### src/sv/pdtc_pkg.sv
`timescale 1ns / 1ps
// ----------------------------------------------------------------------------
// pdtc_pkg
// Shared types and constants for the PWM duty to temperature converter.
// ----------------------------------------------------------------------------
package pdtc_pkg;

  localparam int COUNT_BITS_DEF = 16;
  localparam int REG_W          = 16;
  localparam int NUM_BP         = 6;
  localparam int Q_DEPTH        = 2;

  // divider: dividend holds 5000*65535 + 32767, divisor one 16-bit register
  localparam int DIV_NW = 29;
  localparam int DIV_DW = 16;

  localparam int T_STEP = 1000;
  localparam int T_MIN  = -2000;
  localparam int T_MAX  = 12000;
  localparam int V_FULL = 5000;

  localparam int TEMP_W = 15;
  localparam int VOLT_W = 13;
  localparam int SEG_W  = 3;

  localparam logic [REG_W-1:0] WIN_RST = 16'd40000;

  typedef logic [NUM_BP-1:0][REG_W-1:0] bp_arr_t;

  localparam bp_arr_t BP_RST = {16'd11312, 16'd20964, 16'd28817,
                                16'd35015, 16'd39705, 16'd43133};

  typedef enum logic [2:0] {
    REG_WINDOW    = 3'd0,
    REG_BREAK_10C = 3'd1,
    REG_BREAK_20C = 3'd2,
    REG_BREAK_30C = 3'd3,
    REG_BREAK_40C = 3'd4,
    REG_BREAK_50C = 3'd5,
    REG_BREAK_60C = 3'd6
  } reg_idx_t;

  typedef enum logic [2:0] {
    B_IDLE,
    B_SEG,
    B_LOAD_T,
    B_WAIT_T,
    B_LOAD_V,
    B_WAIT_V,
    B_DONE
  } back_state_t;

  typedef struct packed {
    logic              push;
    logic [REG_W-1:0]  count;
  } win_push_t;

  typedef struct packed {
    logic              valid;
    logic [REG_W-1:0]  count;
  } win_head_t;

  typedef struct packed {
    logic              start;
    logic [DIV_NW-1:0] dividend;
    logic [DIV_DW-1:0] divisor;
  } div_req_t;

  typedef struct packed {
    logic              done;
    logic [DIV_NW-1:0] quotient;
  } div_rsp_t;

endpackage

### src/sv/pdtc_front.sv
`timescale 1ns / 1ps
// ----------------------------------------------------------------------------
// pdtc_front
// Sample counter: counts samples and high samples, closes a window and
// pushes its high count into the queue.
// ----------------------------------------------------------------------------
module pdtc_front
  import pdtc_pkg::*;
#(
  parameter int COUNT_BITS = COUNT_BITS_DEF
) (
  input  logic                  clk,
  input  logic                  rst_n,
  input  logic                  in_valid,
  output logic                  in_stall,
  input  logic                  in_pin_level,
  input  logic                  q_full,
  input  logic [COUNT_BITS-1:0] win_eff,
  output win_push_t             push
);

  logic [COUNT_BITS-1:0] sc_r, sc_nxt;
  logic [COUNT_BITS-1:0] hc_r, hc_nxt;
  logic [COUNT_BITS-1:0] sc_inc, hc_inc;
  logic                  accept;
  logic                  close;

  assign in_stall = q_full;
  assign accept   = in_valid && !q_full;
  assign sc_inc   = sc_r + 1'b1;
  assign hc_inc   = hc_r + COUNT_BITS'(in_pin_level);
  assign close    = (sc_inc >= win_eff);

  always_comb begin
    sc_nxt     = sc_r;
    hc_nxt     = hc_r;
    push.push  = accept && close;
    // high count never exceeds the window, which fits 16 bits
    push.count = REG_W'(hc_inc);
    if (accept) begin
      if (close) begin
        sc_nxt = '0;
        hc_nxt = '0;
      end else begin
        sc_nxt = sc_inc;
        hc_nxt = hc_inc;
      end
    end
  end

  always_ff @(posedge clk) begin
    if (!rst_n) begin
      sc_r <= '0;
      hc_r <= '0;
    end else begin
      sc_r <= sc_nxt;
      hc_r <= hc_nxt;
    end
  end

endmodule

### src/sv/pdtc_queue.sv
`timescale 1ns / 1ps
// ----------------------------------------------------------------------------
// pdtc_queue
// Short queue of finished window counts between counter and converter.
// ----------------------------------------------------------------------------
module pdtc_queue
  import pdtc_pkg::*;
(
  input  logic      clk,
  input  logic      rst_n,
  input  win_push_t push,
  input  logic      pop,
  output logic      full,
  output win_head_t head
);

  localparam int PW = (Q_DEPTH > 1) ? $clog2(Q_DEPTH) : 1;
  localparam int CW = $clog2(Q_DEPTH + 1);

  logic [REG_W-1:0] mem_r [Q_DEPTH];
  logic [PW-1:0]    wp_r, wp_nxt;
  logic [PW-1:0]    rp_r, rp_nxt;
  logic [CW-1:0]    cnt_r, cnt_nxt;

  assign full       = (cnt_r == CW'(Q_DEPTH));
  assign head.valid = (cnt_r != '0);
  assign head.count = mem_r[rp_r];

  always_comb begin
    wp_nxt  = wp_r;
    rp_nxt  = rp_r;
    cnt_nxt = cnt_r;
    if (push.push) begin
      wp_nxt = (wp_r == PW'(Q_DEPTH - 1)) ? '0 : wp_r + 1'b1;
    end
    if (pop) begin
      rp_nxt = (rp_r == PW'(Q_DEPTH - 1)) ? '0 : rp_r + 1'b1;
    end
    case ({push.push, pop})
      2'b10:   cnt_nxt = cnt_r + 1'b1;
      2'b01:   cnt_nxt = cnt_r - 1'b1;
      default: cnt_nxt = cnt_r;
    endcase
  end

  always_ff @(posedge clk) begin
    if (push.push) begin
      mem_r[wp_r] <= push.count;
    end
  end

  always_ff @(posedge clk) begin
    if (!rst_n) begin
      wp_r  <= '0;
      rp_r  <= '0;
      cnt_r <= '0;
    end else begin
      wp_r  <= wp_nxt;
      rp_r  <= rp_nxt;
      cnt_r <= cnt_nxt;
    end
  end

`ifndef SYNTH
  a_no_overflow: assert property (@(posedge clk) disable iff (!rst_n)
    push.push |-> !full) else $error("push into full queue");
  a_no_underflow: assert property (@(posedge clk) disable iff (!rst_n)
    pop |-> head.valid) else $error("pop from empty queue");
  a_count_bound: assert property (@(posedge clk) disable iff (!rst_n)
    cnt_r <= CW'(Q_DEPTH)) else $error("queue count out of range");
`endif

endmodule

### src/sv/pdtc_div.sv
`timescale 1ns / 1ps
// ----------------------------------------------------------------------------
// pdtc_div
// Restoring unsigned divider, one quotient bit per cycle.
// ----------------------------------------------------------------------------
module pdtc_div
  import pdtc_pkg::*;
(
  input  logic     clk,
  input  logic     rst_n,
  input  div_req_t req,
  output div_rsp_t rsp
);

  localparam int CW = $clog2(DIV_NW);

  logic              busy_r, busy_nxt;
  logic              done_r, done_nxt;
  logic [CW-1:0]     cnt_r, cnt_nxt;
  logic [DIV_DW-1:0] rem_r, rem_nxt;
  logic [DIV_DW-1:0] dvs_r, dvs_nxt;
  logic [DIV_NW-1:0] quo_r, quo_nxt;
  logic [DIV_DW:0]   rem_sh;
  logic [DIV_DW:0]   diff;
  logic              ge;

  assign rem_sh = {rem_r, quo_r[DIV_NW-1]};
  assign diff   = rem_sh - {1'b0, dvs_r};
  assign ge     = (rem_sh >= {1'b0, dvs_r});

  assign rsp.done     = done_r;
  assign rsp.quotient = quo_r;

  always_comb begin
    busy_nxt = busy_r;
    done_nxt = 1'b0;
    cnt_nxt  = cnt_r;
    rem_nxt  = rem_r;
    dvs_nxt  = dvs_r;
    quo_nxt  = quo_r;
    if (req.start) begin
      busy_nxt = 1'b1;
      cnt_nxt  = CW'(DIV_NW - 1);
      rem_nxt  = '0;
      dvs_nxt  = req.divisor;
      quo_nxt  = req.dividend;
    end else if (busy_r) begin
      // dividend shifts out at the top while quotient bits shift in
      rem_nxt = ge ? diff[DIV_DW-1:0] : rem_sh[DIV_DW-1:0];
      quo_nxt = {quo_r[DIV_NW-2:0], ge};
      if (cnt_r == '0) begin
        busy_nxt = 1'b0;
        done_nxt = 1'b1;
      end else begin
        cnt_nxt = cnt_r - 1'b1;
      end
    end
  end

  always_ff @(posedge clk) begin
    if (!rst_n) begin
      busy_r <= 1'b0;
      done_r <= 1'b0;
      cnt_r  <= '0;
    end else begin
      busy_r <= busy_nxt;
      done_r <= done_nxt;
      cnt_r  <= cnt_nxt;
    end
  end

  always_ff @(posedge clk) begin
    rem_r <= rem_nxt;
    dvs_r <= dvs_nxt;
    quo_r <= quo_nxt;
  end

`ifndef SYNTH
  a_done_after_busy: assert property (@(posedge clk) disable iff (!rst_n)
    done_r |-> !busy_r && $past(busy_r)) else $error("done without a run");
`endif

endmodule

### src/sv/pdtc_back.sv
`timescale 1ns / 1ps
// ----------------------------------------------------------------------------
// pdtc_back
// Converter: picks the segment, runs temperature and voltage divisions on
// the shared divider, saturates and holds the result in the output register.
// ----------------------------------------------------------------------------
module pdtc_back
  import pdtc_pkg::*;
(
  input  logic                     clk,
  input  logic                     rst_n,
  input  win_head_t                head,
  output logic                     pop,
  input  bp_arr_t                  bp,
  input  logic [REG_W-1:0]         win16,
  output div_req_t                 div_req,
  input  div_rsp_t                 div_rsp,
  output logic                     out_valid,
  input  logic                     out_stall,
  output logic signed [TEMP_W-1:0] out_temperature_centi,
  output logic [VOLT_W-1:0]        out_voltage_mv,
  output logic [SEG_W-1:0]         out_segment
);

  localparam int TW = DIV_NW + 2;

  back_state_t state_r, state_nxt;

  logic [REG_W-1:0]         h_r, h_nxt;
  logic [SEG_W-1:0]         k_r, k_nxt;
  logic [REG_W-1:0]         mag_r, mag_nxt;
  logic [REG_W-1:0]         ud_r, ud_nxt;
  logic                     neg_r, neg_nxt;
  logic                     dz_r, dz_nxt;
  logic signed [TEMP_W-1:0] temp_r, temp_nxt;
  logic [VOLT_W-1:0]        volt_r, volt_nxt;
  div_req_t                 req_r, req_nxt;

  logic                     ov_r, ov_nxt;
  logic signed [TEMP_W-1:0] ot_r, ot_nxt;
  logic [VOLT_W-1:0]        ovm_r, ovm_nxt;
  logic [SEG_W-1:0]         os_r, os_nxt;

  logic [REG_W-1:0]         bx [NUM_BP+1];
  logic [SEG_W-1:0]         k_sel;
  logic [REG_W:0]           ndiff, ddiff, nneg, dneg;
  logic signed [TW-1:0]     base, q, tw;

  assign out_valid             = ov_r;
  assign out_temperature_centi = ot_r;
  assign out_voltage_mv        = ovm_r;
  assign out_segment           = os_r;
  assign div_req               = req_r;

  always_comb begin
    for (int i = 0; i < NUM_BP; i++) begin
      bx[i] = bp[i];
    end
    bx[NUM_BP] = '0;   // 70 degrees at zero count
    // first segment whose lower breakpoint the count reaches
    k_sel = SEG_W'(NUM_BP - 1);
    for (int i = NUM_BP - 2; i >= 0; i--) begin
      if (h_r >= bx[i+1]) k_sel = SEG_W'(i);
    end
    ndiff = {1'b0, bx[k_sel]} - {1'b0, h_r};
    ddiff = {1'b0, bx[k_sel]} - {1'b0, bx[k_sel + 1'b1]};
    nneg  = -ndiff;
    dneg  = -ddiff;
  end

  always_comb begin
    base = TW'(T_STEP * (int'(k_r) + 1));
    q    = signed'({2'b00, div_rsp.quotient});
    if (dz_r)       tw = base;
    else if (neg_r) tw = base - q;
    else            tw = base + q;
  end

  always_comb begin
    state_nxt = state_r;
    pop       = 1'b0;
    h_nxt     = h_r;
    k_nxt     = k_r;
    mag_nxt   = mag_r;
    ud_nxt    = ud_r;
    neg_nxt   = neg_r;
    dz_nxt    = dz_r;
    temp_nxt  = temp_r;
    volt_nxt  = volt_r;
    req_nxt   = req_r;
    req_nxt.start = 1'b0;
    ov_nxt    = ov_r && out_stall;
    ot_nxt    = ot_r;
    ovm_nxt   = ovm_r;
    os_nxt    = os_r;

    case (state_r)
      B_IDLE: begin
        if (head.valid) begin
          pop       = 1'b1;
          h_nxt     = head.count;
          state_nxt = B_SEG;
        end
      end
      B_SEG: begin
        k_nxt     = k_sel;
        mag_nxt   = ndiff[REG_W] ? nneg[REG_W-1:0] : ndiff[REG_W-1:0];
        ud_nxt    = ddiff[REG_W] ? dneg[REG_W-1:0] : ddiff[REG_W-1:0];
        neg_nxt   = ndiff[REG_W] ^ ddiff[REG_W];
        dz_nxt    = (ddiff == '0);
        state_nxt = B_LOAD_T;
      end
      B_LOAD_T: begin
        // rounding: add half the divisor, ties go away from zero
        req_nxt.start    = 1'b1;
        req_nxt.dividend = DIV_NW'(mag_r) * DIV_NW'(T_STEP) + DIV_NW'(ud_r >> 1);
        req_nxt.divisor  = ud_r;
        state_nxt        = B_WAIT_T;
      end
      B_WAIT_T: begin
        if (div_rsp.done) begin
          if (tw < TW'(T_MIN))      temp_nxt = TEMP_W'(T_MIN);
          else if (tw > TW'(T_MAX)) temp_nxt = TEMP_W'(T_MAX);
          else                      temp_nxt = TEMP_W'(tw);
          state_nxt = B_LOAD_V;
        end
      end
      B_LOAD_V: begin
        req_nxt.start    = 1'b1;
        req_nxt.dividend = DIV_NW'(h_r) * DIV_NW'(V_FULL) + DIV_NW'(win16 >> 1);
        req_nxt.divisor  = win16;
        state_nxt        = B_WAIT_V;
      end
      B_WAIT_V: begin
        if (div_rsp.done) begin
          volt_nxt  = (div_rsp.quotient > DIV_NW'(V_FULL)) ? VOLT_W'(V_FULL)
                                                            : div_rsp.quotient[VOLT_W-1:0];
          state_nxt = B_DONE;
        end
      end
      B_DONE: begin
        if (!ov_r || !out_stall) begin
          ov_nxt    = 1'b1;
          ot_nxt    = temp_r;
          ovm_nxt   = volt_r;
          os_nxt    = k_r;
          state_nxt = B_IDLE;
        end
      end
      default: state_nxt = B_IDLE;
    endcase
  end

  always_ff @(posedge clk) begin
    if (!rst_n) begin
      state_r     <= B_IDLE;
      ov_r        <= 1'b0;
      req_r.start <= 1'b0;
    end else begin
      state_r     <= state_nxt;
      ov_r        <= ov_nxt;
      req_r.start <= req_nxt.start;
    end
  end

  always_ff @(posedge clk) begin
    h_r              <= h_nxt;
    k_r              <= k_nxt;
    mag_r            <= mag_nxt;
    ud_r             <= ud_nxt;
    neg_r            <= neg_nxt;
    dz_r             <= dz_nxt;
    temp_r           <= temp_nxt;
    volt_r           <= volt_nxt;
    req_r.dividend   <= req_nxt.dividend;
    req_r.divisor    <= req_nxt.divisor;
    ot_r             <= ot_nxt;
    ovm_r            <= ovm_nxt;
    os_r             <= os_nxt;
  end

endmodule

### src/sv/pwm_duty_temperature_converter_top.sv
`timescale 1ns / 1ps
// Path: the count of a closed window goes through the queue, the segment pick,
//   two runs of the shared divider and the output register, which out_stall holds.
// Throughput: one sample per cycle while the two-entry window queue has room;
//   the converter takes one window at a time and waits in B_DONE while the output is held.
// Reset: synchronous, active low; counters and queue empty, registers to defaults.
// ----------------------------------------------------------------------------
// pwm_duty_temperature_converter_top
// Counts high PWM samples per window and converts the count to voltage and
// a piecewise linear temperature.
// ----------------------------------------------------------------------------
module pwm_duty_temperature_converter_top
  import pdtc_pkg::*;
#(
  parameter int COUNT_BITS = COUNT_BITS_DEF
) (
  input  logic                     clk,
  input  logic                     rst_n,
  input  logic                     in_valid,
  output logic                     in_stall,
  input  logic                     in_pin_level,
  output logic                     out_valid,
  input  logic                     out_stall,
  output logic signed [TEMP_W-1:0] out_temperature_centi,
  output logic [VOLT_W-1:0]        out_voltage_mv,
  output logic [SEG_W-1:0]         out_segment,
  input  logic                     cfg_valid,
  output logic                     cfg_ready,
  input  logic [2:0]               cfg_index,
  input  logic [REG_W-1:0]         cfg_wdata
);

  localparam logic [32:0] CMAX = (33'd1 << COUNT_BITS) - 33'd1;

  logic [REG_W-1:0]      win_r, win_nxt;
  bp_arr_t               bp_r, bp_nxt;
  logic [32:0]           w33;
  logic [COUNT_BITS-1:0] win_eff;
  logic [REG_W-1:0]      win16;

  win_push_t push;
  win_head_t head;
  logic      q_full;
  logic      pop;
  div_req_t  div_req;
  div_rsp_t  div_rsp;

  assign cfg_ready = 1'b1;

  always_comb begin
    win_nxt = win_r;
    bp_nxt  = bp_r;
    if (cfg_valid) begin
      case (reg_idx_t'(cfg_index))
        REG_WINDOW:    win_nxt   = cfg_wdata;
        REG_BREAK_10C: bp_nxt[0] = cfg_wdata;
        REG_BREAK_20C: bp_nxt[1] = cfg_wdata;
        REG_BREAK_30C: bp_nxt[2] = cfg_wdata;
        REG_BREAK_40C: bp_nxt[3] = cfg_wdata;
        REG_BREAK_50C: bp_nxt[4] = cfg_wdata;
        REG_BREAK_60C: bp_nxt[5] = cfg_wdata;
        default: ;
      endcase
    end
  end

  always_ff @(posedge clk) begin
    if (!rst_n) begin
      win_r <= WIN_RST;
      bp_r  <= BP_RST;
    end else begin
      win_r <= win_nxt;
      bp_r  <= bp_nxt;
    end
  end

  // zero window acts as one; window limited to what the counters hold
  always_comb begin
    w33     = (win_r == '0) ? 33'd1 : 33'(win_r);
    win_eff = COUNT_BITS'((w33 > CMAX) ? CMAX : w33);
    win16   = REG_W'(win_eff);
  end

  pdtc_front #(
    .COUNT_BITS (COUNT_BITS)
  ) u_front (
    .clk          (clk),
    .rst_n        (rst_n),
    .in_valid     (in_valid),
    .in_stall     (in_stall),
    .in_pin_level (in_pin_level),
    .q_full       (q_full),
    .win_eff      (win_eff),
    .push         (push)
  );

  pdtc_queue u_queue (
    .clk   (clk),
    .rst_n (rst_n),
    .push  (push),
    .pop   (pop),
    .full  (q_full),
    .head  (head)
  );

  pdtc_div u_div (
    .clk   (clk),
    .rst_n (rst_n),
    .req   (div_req),
    .rsp   (div_rsp)
  );

  pdtc_back u_back (
    .clk                   (clk),
    .rst_n                 (rst_n),
    .head                  (head),
    .pop                   (pop),
    .bp                    (bp_r),
    .win16                 (win16),
    .div_req               (div_req),
    .div_rsp               (div_rsp),
    .out_valid             (out_valid),
    .out_stall             (out_stall),
    .out_temperature_centi (out_temperature_centi),
    .out_voltage_mv        (out_voltage_mv),
    .out_segment           (out_segment)
  );

endmodule

### config.mk
export PLATFORM = sky130hd
export DESIGN_NAME = pwm_duty_temperature_converter_top
export DESIGN_NICKNAME = d
export VERILOG_FILES = /design/src/sv/pdtc_pkg.sv /design/src/sv/pdtc_front.sv /design/src/sv/pdtc_queue.sv /design/src/sv/pdtc_div.sv /design/src/sv/pdtc_back.sv /design/src/sv/pwm_duty_temperature_converter_top.sv
export SDC_FILE = /design/constraint.sdc
export NUM_CORES = 1
export LEC_CHECK = 0
export ABC_AREA = 1
export BUFFER_PORTS_ARGS = -buffer_cell sky130_fd_sc_hd__buf_2
export CORE_MARGIN = 8
export CORE_UTILIZATION = 40
export DETAILED_ROUTE_END_ITERATION = 10
export SKIP_CTS_REPAIR_TIMING = 1
export SLEW_MARGIN = 10
export SYNTH_ARGS = -nofsm -noshare
export SYNTH_HDL_FRONTEND = slang
export SYNTH_SLANG_ARGS = --single-unit
### constraint.sdc
create_clock -name clk -period 7.2 [get_ports clk]
set_input_delay 1.44 -clock clk [delete_from_list [all_inputs] [get_ports clk]]
set_output_delay 1.44 -clock clk [all_outputs]
set_load 0.01 [all_outputs]
After elaboration in Yosys (flattened, before gate mapping) --
Memories as Yosys holds them, arrays and structs flattened. A register that Yosys moved wholly into a read port is not among the register bits. Index checks and enable logic that the tools add are counted.
Word-level totals: memory bits (writable) 32, input port bits 25, bits in registers 362, latch bits 0, memories kept 1, output and inout port bits 34, word-level logic and storage cells 174, memory bits (read-only) 0
Memories:
- u_queue.mem_r | words 2, width 16, rd ports 1, clocked after memory_dff 1, write ports 1, RTL line pdtc_queue.sv:20 | logic [REG_W-1:0] mem_r [Q_DEPTH];
Operators by class: shifts and indexed selects 0, equal/unequal tests 20, multipliers 3, order comparisons 13, $add $sub $neg 18, bitwise operators 6, divide/modulo/power cells 0, reductions and logical operators 33, multiplexer cells 45
Operators by type and width (count):
- 2-to-1 mux 16 bit | 11
- binary-select mux 16 bit (select 3 bit) | 2
- greater-or-equal comparator 16 bit | 6
- one-hot mux 46 bit (2 select lines) | 1
- 2-to-1 mux 31 bit | 2
- 2-to-1 mux 29 bit | 2
- subtractor 16 x 16 -> 17 bit | 2
- multiplier 8 x 32 -> 28 bit (first input constant) | 1
- negation 16 bit | 2
- adder 31 x 30 -> 31 bit | 1
- > comparator 31 x 15 -> 1 bit (second input constant) | 1
- less-than comparator 31 x 12 -> 1 bit (second input constant) | 1
- subtractor 31 x 30 -> 31 bit | 1
- adder 29 x 15 -> 29 bit | 1
- > comparator 29 x 13 -> 1 bit (second input constant) | 1
- adder 26 x 15 -> 27 bit | 1
- multiplier 16 x 10 -> 26 bit (second input constant) | 1
- AND reduction 2 bit | 13
- 2-to-1 mux 3 bit | 8
- multiplier 16 x 7 -> 23 bit (second input constant) | 1
- one-hot mux 3 bit (7 select lines) | 1
- equality test 3 bit (second input constant) | 6
- greater-or-equal comparator 17 x 16 -> 1 bit | 1
- logical NOT 17 bit | 1
- 34 further kinds | 70

Logic depth before layout (Yosys ltp) --
Gate-level depths: netlist (run 1).
word-level depth 14, depth in mapped cells 43, gate-level depth less buffers 41

By module --
A second synthesis (run 1) with hierarchy kept.
Unflattened totals: cells, all modules 4737, area total of the unflattened synthesis 34894.7 um^2
Modules (own cells, without submodules):
- pdtc_back | area each 22554.1 um^2, times used 1, sequential area each 4724.5 um^2, cells an instance 3163
- pwm_duty_temperature_converter_top | area each 4419.2 um^2, times used 1, sequential area each 2242.2 um^2, cells an instance 620
- pdtc_div | area each 4020.1 um^2, times used 1, sequential area each 1811.7 um^2, cells an instance 505
- pdtc_front | area each 2464.9 um^2, times used 1, sequential area each 640.6 um^2, cells an instance 364
- pdtc_queue | area each 1436.4 um^2, times used 1, sequential area each 1061.0 um^2, cells an instance 85

Worst setup path before layout (run 1) --
Ideal clock, no wire load.
path kind register -> register, from reg u_back.h_r[1], read port of u_queue.mem_r, to reg u_back.ud_r[10] (data pin), period minus slack after synthesis 5.504 ns, library setup time 0.267 ns, required time 6.933 ns, arrival 5.236 ns, cell stages (with the launch flop) 37, buffers on the path 5, slack 1.696 ns, path through edfxtp_1 > ha_1 > a21oi_1 > o21ai_0 > a21o_1 > nand2_1 > nand2_1 > a31oi_1 > nand2_1 > nor2_2 > clkbuf_1 > ha_1 > clkbuf_1 > clkbuf_1 > nand2_1 > o21ai_0 > nand2_1 > nand2_1 > nand2_1 > nand2_1 > ha_1 > fa_1 > o21ai_1 > nand2_1 > nand2_1 > a21boi_2 > o21ai_1 > nand2_1 > nand2_1 > nand2_1 > nand2_1 > a21o_1 > buf_6 > inv_2 > buf_4 > nand2_1 > xor2_1
On the way: elaborated cells on any way between the ends 22, classes of those cells 3 x add/sub; 5 x order compare; 12 x mux; 2 x bitwise
RTL lines:
- start, declared | RTL line pdtc_back.sv:29 | logic [REG_W-1:0] h_r, h_nxt;
- greater-or-equal comparator 16 bit | RTL line pdtc_back.sv:63 | if (h_r >= bx[i+1]) k_sel = SEG_W'(i);
- 2-to-1 mux 3 bit (3 in a row) | RTL line pdtc_back.sv:63
- 2-to-1 mux 3 bit (*) | RTL line pdtc_back.sv:63
- via u_back.k_sel[1] | RTL line pdtc_back.sv:45 | logic [SEG_W-1:0] k_sel;
- adder 3 x 1 -> 3 bit | RTL line pdtc_back.sv:66 | ddiff = {1'b0, bx[k_sel]} - {1'b0, bx[k_sel + 1'b1]};
- inverter 3 -> 4 bit (not written as such) | RTL line pdtc_back.sv:66
- binary-select mux 16 bit (select 3 bit) | RTL line pdtc_back.sv:66
- 2-to-1 mux 16 bit (not written as such) (2 in a row) | RTL line pdtc_back.sv:66
- subtractor 16 x 16 -> 17 bit (*) | RTL line pdtc_back.sv:66
- negation 16 bit | RTL line pdtc_back.sv:68 | dneg = -ddiff;
- 2-to-1 mux 16 bit (*) | RTL line pdtc_back.sv:108 | ud_nxt = ddiff[REG_W] ? dneg[REG_W-1:0] : ddiff[REG_W-1:0];
- end signal, assigned | RTL line pdtc_back.sv:170 | ud_r <= ud_nxt;
- end, declared | RTL line pdtc_back.sv:32 | logic [REG_W-1:0] ud_r, ud_nxt;
The timed path passes the listed nets; every way through them passes the cells marked *. The select of a mux whose other input is x is not followed. A chain may end at the register's enable or synchronous reset.

Worst setup path in the final report (run 1) --
from reg u_back.h_r[1], read port of u_queue.mem_r, to reg u_back.ud_r[15] (data pin)
On the way: longest elaborated chain between the ends 14, elaborated cells on any way between the ends 22, classes of those cells 3 x add/sub; 5 x order compare; 12 x mux; 2 x bitwise
Ends and longest elaborated chain (RTL line):
- greater-or-equal comparator 16 bit | pdtc_back.sv:63
- 2-to-1 mux 1 bit | pdtc_back.sv:63
- 2-to-1 mux 3 bit (3 in a row) | pdtc_back.sv:63
- 2-to-1 mux 3 bit (*) | pdtc_back.sv:63
- adder 3 x 1 -> 3 bit | pdtc_back.sv:66
- inverter 3 -> 4 bit (not written as such) | pdtc_back.sv:66
- binary-select mux 16 bit (select 3 bit) | pdtc_back.sv:66
- 2-to-1 mux 16 bit (not written as such) (2 in a row) | pdtc_back.sv:66
- subtractor 16 x 16 -> 17 bit (*) | pdtc_back.sv:66
- negation 16 bit | pdtc_back.sv:68
- 2-to-1 mux 16 bit (*) | pdtc_back.sv:108
Mark *: on every way between the ends. The rest lies on a longest branch, timed or not. The select of a mux whose other input is x is not followed.

==> results of run 1 <==
==> critical path, delay by kind of cell (launching register included) <==
kind,cells,cell delay [ns]
and+or+nand+nor,19,1.69
AOI/OAI and AO/OA,8,1.41
adders and majority gates,3,1.06
DFF,1,0.97
buffers and inverters,2,0.44
xor gates and xnor gates,1,0.44
==> synth_stat cells (3+ instances only) <==
| master | number |
|---|---|
| nand2_1 | 1100 |
| inv_1 | 648 |
| ha_1 | 343 |
| a21oi_1 | 319 |
| nor2_1 | 255 |
| o21ai_0 | 247 |
| nand3_1 | 245 |
| edfxtp_1 | 231 |
| dfxtp_1 | 176 |
| fa_1 | 99 |
| clkbuf_1 | 86 |
| xor2_1 | 83 |
| o211ai_1 | 79 |
| xnor2_1 | 48 |
| nor3_1 | 43 |
| nand4_1 | 30 |
| o21a_1 | 20 |
| nand3b_1 | 17 |
| a21o_1 | 16 |
| a31oi_1 | 15 |
| buf_2 | 15 |
| nor4_1 | 14 |
| o21ai_1 | 14 |
| o21bai_1 | 14 |
| buf_1 | 12 |
| o22ai_1 | 12 |
| nor2_2 | 11 |
| or2_2 | 10 |
| inv_2 | 8 |
| a22oi_1 | 6 |
| clkinv_1 | 6 |
| nand2_2 | 6 |
| a32o_1 | 5 |
| and2_1 | 5 |
| nand3_2 | 5 |
| o2111ai_1 | 5 |
| a211oi_1 | 4 |
| a21oi_2 | 3 |
| a22o_1 | 3 |
| and3_1 | 3 |
| buf_4 | 3 |
| nand2_4 | 3 |
| nor3_2 | 3 |
| o31ai_1 | 3 |
==> cell families (layout without fill, tap and decap cells) <==
group	Yosys count	in the layout	share of synthesized area, %
buffers and inverters	779	844	9.087
xor gates and xnor gates	131	131	3.521
AOI/OAI and AO/OA	778	778	13.56
adders and majority gates	442	442	19.25
DFF	407	407	32.10
and+or+nand+nor	1756	1756	22.47
other	1	2	0.01151
==> worst max-delay path by stage <==
stage          slack (ns)                               to
6_report             0.90        u_back.ud_r[15]$_DFFE_PN_
5_1_grt              0.32  u_back.temp_r[10]$_SDFFCE_PP0P_
4_1_cts              0.88   u_back.temp_r[7]$_SDFFCE_PP0P_
3_5_place_dp         0.90   u_back.temp_r[7]$_SDFFCE_PP0P_
3_3_place_gp         0.95  u_back.temp_r[10]$_SDFFCE_PP0P_
2_1_floorplan        1.70        u_back.ud_r[10]$_DFFE_PN_
==> power by group through the flow <==
stage	clock [mW]	sequential, mW	combinational [mW]
2_1_floorplan	0	3.25	8.84
3_5_place_dp	0	3.38	12.0
5_1_grt	2.68	3.37	13.7
3_3_place_gp	0	3.38	12.0
4_1_cts	2.59	3.33	12.1
6_report	2.54	3.33	12.1
==> layout make-up <==
class | count | area [um2] | share of cell area, %
Clock inverter | 35 | 400.4 | 1.122
Multi-Input combinational cell | 3108 | 19210 | 53.85
Inverter | 662 | 2485 | 6.964
Tap cell | 1060 | 1326 | 3.717
Clock buffer | 55 | 1227 | 3.440
Sequential cell | 407 | 10460 | 29.32
Timing Repair Buffer | 92 | 563.0 | 1.578
Antenna cell | 1 | 2.502 | 0.007013
==> layer usage <==
layer	vias up	wire, um
met2	740	44790
li1	14218	-
met3	152	5572
met4	0	2798
met1	13183	44400
met5	-	0
==> metrics by stage <==
stage | setup slack, ns | power (mW)
finish | 0.9040 | 17.93
global route | 0.3159 | 19.71
CTS | 0.8801 | 18.00
detailed placement | 0.9002 | 15.34
global placement | 0.9537 | 15.33
floorplan | 1.696 | 12.08
==> registers in the layout (all words and copies together) (netlist names), 16 cells and up <==
signal          cells
u_div.rem_r        16
u_queue.mem_r      32
u_back.div_req     43
u_front.sc_r       16
bp_r               96
u_front.hc_r       16
u_div.quo_r        29
u_back.mag_r       16
u_back.ud_r        16
u_back.h_r         16
win_r              16
u_div.dvs_r        16
==> metrics, run 1 <==
Post-Syn Nets around 4800; slowest CP cell edfxtp_1; Top FF cell, synth edfxtp_1; first-pass iteration count of the detailed router 6; Yosys reg bits between 400 and 500; most common cell after layout, fill and taps aside nand2_1; largest net degree at the start of global routing about 130; WL final between 90 and 100 mm; hold-critical path depth 0; Slew headroom a little over a fifth; fraction of the yosys area taken by sequential cells ~32%; Cells after Synth ~4300; Root Buffer clkbuf_16; dominant cells by area after synthesis edfxtp_1 (21%), ha_1 (13%), nand2_1 (13%); fraction of layout cells with a size suffix above 1 approximately 5.4%; clock skew between 0.02 and 0.03 ns; Num CTS Buffers 48; routing usage on met3 2.861%; Syn Area/Cell between 7 and 8 um2; Synth Cell Area 32590 um2; CTS clk-pin slew, worst paths 0.06 ns; Max Fclk approximately 160 MHz; share of the synthesized area in the top cell type 21.28%; Die X approximately 300 um; vias in the first global route between 20000 and 30000; cell count after placement approximately 5300; Seq pwr share about a fifth; Hold Path Class flip-flop to flip-flop; GR Util met1 between 20% and 30%; initial antenna violation count 1; hold path start u_back.volt_r[7]$_SDFFCE_PN1P_; area post-placement roughly 34000 um2; worst hold slack roughly 0.42 ns; RR Startpoint u_back.h_r[1]$_DFFE_PP_; Layout Nets ~4800; status complete, no violations; r2r endpoint u_back.ud_r[15]$_DFFE_PN_; Vias/cell between 5 and 6; Final Critical Period between 6 and 7 ns; Max Fanout on Critical Path 45; Skew-Pair Late Insertion Delay approximately 0.61 ns; clk buf depth 3; cell-internal power 8.531 mW; Critical Path Sink Type flip-flop; DR vias 28293; CP arrival 6.64 ns; GRT overflow 0; DP HPWL approximately 76 mm; Max Cap Viol 0; startpoint types flip-flop; reg2reg path depth 33; Detail Route Antenna Nets 0; final setup fails 0; die height between 300 and 400 um; final core occ between 40 and 50%; Layout fillers roughly 8200; 1st-iter DRT viols between 2000 and 2500; Initial Util roughly two fifths; Hold Path Sink u_back.out_voltage_mv[7]$_DFFE_PP_; layer with the highest usage met2; max-slew violation count 0; WS Path Type flip-flop to flip-flop; Port-buffer cells 57; area leader, netlist edfxtp_1; Worst VDD drop 0.5835 mV; P&R area growth vs syn 9.483%; first-pass GRT wire length roughly 150 mm; M2 GR Usage 35.40%; H-tree Lvls 2; # DRC 0; required time worst endpoint approximately 7.6 ns; worst setup path startpoint u_back.h_r[1]$_DFFE_PP_; leak pwr approximately 17 nW; RSZ-0062 raised after global routing false; row cnt between 100 and 150; CTS tree done; Post-synth EDFFs 231; ys async rst share 0%; number of top-level pins 59; GRT Resource Usage Total roughly a fifth; CTS sink cnt 407; CP max stage delay about 0.97 ns; most frequent cells in the layout nand2_1 (1098), inv_1 (648), ha_1 (343), a21oi_1 (317), nor2_1 (252); Reg2Reg Setup Slack 0.90 ns; core footprint between 80000 and 90000 um2; non-filler cells, final roughly 5400; full die area 90870 um2; YS warnings 0; Netlist cell types 64; fin crit share between 80% and 90%; GPL Wtd Cong just under 1; routed len/inst approximately 18 um; Worst Tran Pin Value 1.169 ns; switching share of power between 50% and 60%; Clock power frac about 14%; fin area between 30000 and 40000 um2; CP most frequent cell nand2_1; final hold violation count 0; Gate power share roughly 67%; PwrDens approximately 500 nW/um2; setup TNS 0 ns; Net Switching 9.396 mW
No activity file was read; power rests on OpenSTA's default activity.
==> inputs of run 2 (changes only) <==
- CORE_UTILIZATION: 40 -> 60
- CTS_BUF_LIST: default -> sky130_fd_sc_hd__clkbuf_4
- PLACE_DENSITY: default -> 0.77
==> run 2 against run 1 <==
Effect of this change:
- via count increased by 2.8%
- sequential power about the same
- utilization increased by 21 points
- combinational power about the same
- sequential share of layout area increased by 0.54 points
- non-clock buffer count decreased by 1
- clock-buffer cell count increased by 109
- total power decreased by 1.4%
- first-iteration DRC count increased by 13%
==> metrics, run 2 (synthesized netlist as in run 1, its figures left out) <==
Max Fanout on Critical Path 34; setup TNS 0 ns; CTS sink cnt between 400 and 500; DR vias 29098; CP arrival around 7.0 ns; GR Util met1 about a third; reg2reg path depth 36; slowest CP cell edfxtp_1; CTS tree done; Num CTS Buffers about 110; final setup fails 0; die height ~250 um; Skew-Pair Late Insertion Delay just over 0.9 ns; RSZ-0062 raised after global routing false; Slew headroom between 20% and 30%; Reg2Reg Setup Slack between 0.8 and 0.9 ns; hold path start u_back.div_req[4]$_DFFE_PP_; H-tree Lvls 3; GPL Wtd Cong a little over 1; status complete, no violations; Port-buffer cells 57; PwrDens slightly above 500 nW/um2; core footprint around 54000 um2; RR Startpoint u_back.h_r[1]$_DFFE_PP_; clock skew approximately 0.090 ns; layer with the highest usage met2; Critical Path Sink Type flip-flop; number of top-level pins 59; Max Cap Viol 0; 1st-iter DRT viols approximately 2400; leak pwr approximately 17 nW; startpoint types flip-flop; Initial Util ~61%; P&R area growth vs syn 7.513%; clk buf depth 3; Vias/cell about 5.6; PnR Total Power ~18 mW; worst hold slack around 0.36 ns; r2r endpoint u_back.ud_r[11]$_DFFE_PN_; Setup WS pre-CTS ~0.85 ns; Final Critical Period between 6 and 7 ns; Hold Path Sink u_div.dvs_r[4]$_DFFE_PP_; WL final around 90 mm; WS Path Type flip-flop to flip-flop; fraction of layout cells with a size suffix above 1 under 10%; Worst Tran Pin Value ~1.1 ns; GRT overflow 0; largest net degree at the start of global routing 82; hold-critical path depth 0; first-pass GRT wire length between 100 and 150 mm; full die area roughly 62000 um2; GRT Resource Usage Total between 20% and 30%; Layout fillers between 4000 and 5000; CP max stage delay between 0.8 and 0.9 ns; fin crit share between 80% and 90%; Hold Path Class flip-flop to flip-flop; Worst VDD drop 0.7854 mV; Root Buffer clkbuf_4; CTS clk-pin slew, worst paths ~0.06 ns; max-slew violation count 0; most common cell after layout, fill and taps aside nand2_1; final hold violation count 0; Largest Register bp_r; number of flip-flops in the largest register 96; routed len/inst between 15 and 20 um; Layout Nets slightly below 5000; routing usage on met3 4.475%; final worst slack slightly above 0.8 ns; Max Fclk 156.5 MHz; CP most frequent cell nand2_1; required time worst endpoint ~7.8 ns; Detail Route Antenna Nets 0; # DRC 0; initial antenna violation count 3; row cnt 85; most frequent cells in the layout nand2_1 (1099), inv_1 (648), ha_1 (343), a21oi_1 (318), nor2_1 (253); DP HPWL just over 70 mm; Die X about 250 um; M2 GR Usage roughly 50%; first-pass iteration count of the detailed router 8; vias in the first global route 27813
==> run 2: cell count changes in the layout (fill, tap and decap cells not counted), sizes merged <==
cell,before,now
clkbuf,55,164
clkinv,24,35
bufinv,7,3
clkinvlp,5,1
inv,661,659
buf,92,91
diode,1,2
==> run 2: area by class of cell <==
class	instances	area [um2]	area share, %
diodes	2	5.005	0.01428
clock buffers	164	1231	3.514
clock inverters	36	236.5	0.6749
inverters	662	2485	7.092
multi-input cells	3108	19210	54.81
flip-flops and latches	407	10460	29.86
well taps	696	870.8	2.485
repair buffers	91	543.0	1.550
==> run 2: power breakdown <==
group | leakage (nW) | internal [mW] | switching (mW)
clock | 0.875 | 1.15 | 1.01
sequential | 3.52 | 3.02 | 0.303
combinational | 12.3 | 3.99 | 8.20
==> run 2: metrics by stage <==
stage | util, % | instances | area [um2]
final | 65.11 | 5166 | 35040
after floorplan | - | 4294 | 32590
after global placement | 62.37 | 4964 | 33570
after detailed placement | 62.37 | 4964 | 33570
after global routing | 65.11 | 5166 | 35040
after CTS | 65.10 | 5164 | 35030
==> run 2: worst max-delay path, delay by kind of cell, from the launching register on <==
family                     cells  cell delay, ns
and+or+nand+nor               19            1.66
xor gates and xnor gates       1            0.17
AOI/OAI and AO/OA              8            1.47
DFF                            1            0.83
buffers and inverters          4            0.68
adders and majority gates      4            1.33
==> run 2: per-layer routing <==
layer	wire length, um	vias up
met3	6489	262
met2	44120	1134
met5	0	-
met4	5193	0
li1	-	14398
met1	36760	13304
==> run 2: worst max path at each step <==
stage,from,endpoint,cells after the start
after floorplan,u_back.h_r[1]$_DFFE_PP_,u_back.ud_r[10]$_DFFE_PN_,36
after CTS,u_back.k_r[0]$_DFFE_PN_,u_back.temp_r[8]$_SDFFCE_PP0P_,33
after detailed placement,u_back.k_r[0]$_DFFE_PN_,u_back.temp_r[5]$_SDFFCE_PP1P_,32
after global routing,u_back.h_r[1]$_DFFE_PP_,u_back.ud_r[11]$_DFFE_PN_,36
after global placement,u_back.k_r[0]$_DFFE_PN_,u_back.temp_r[5]$_SDFFCE_PP1P_,32
final,u_back.h_r[1]$_DFFE_PP_,u_back.ud_r[11]$_DFFE_PN_,36
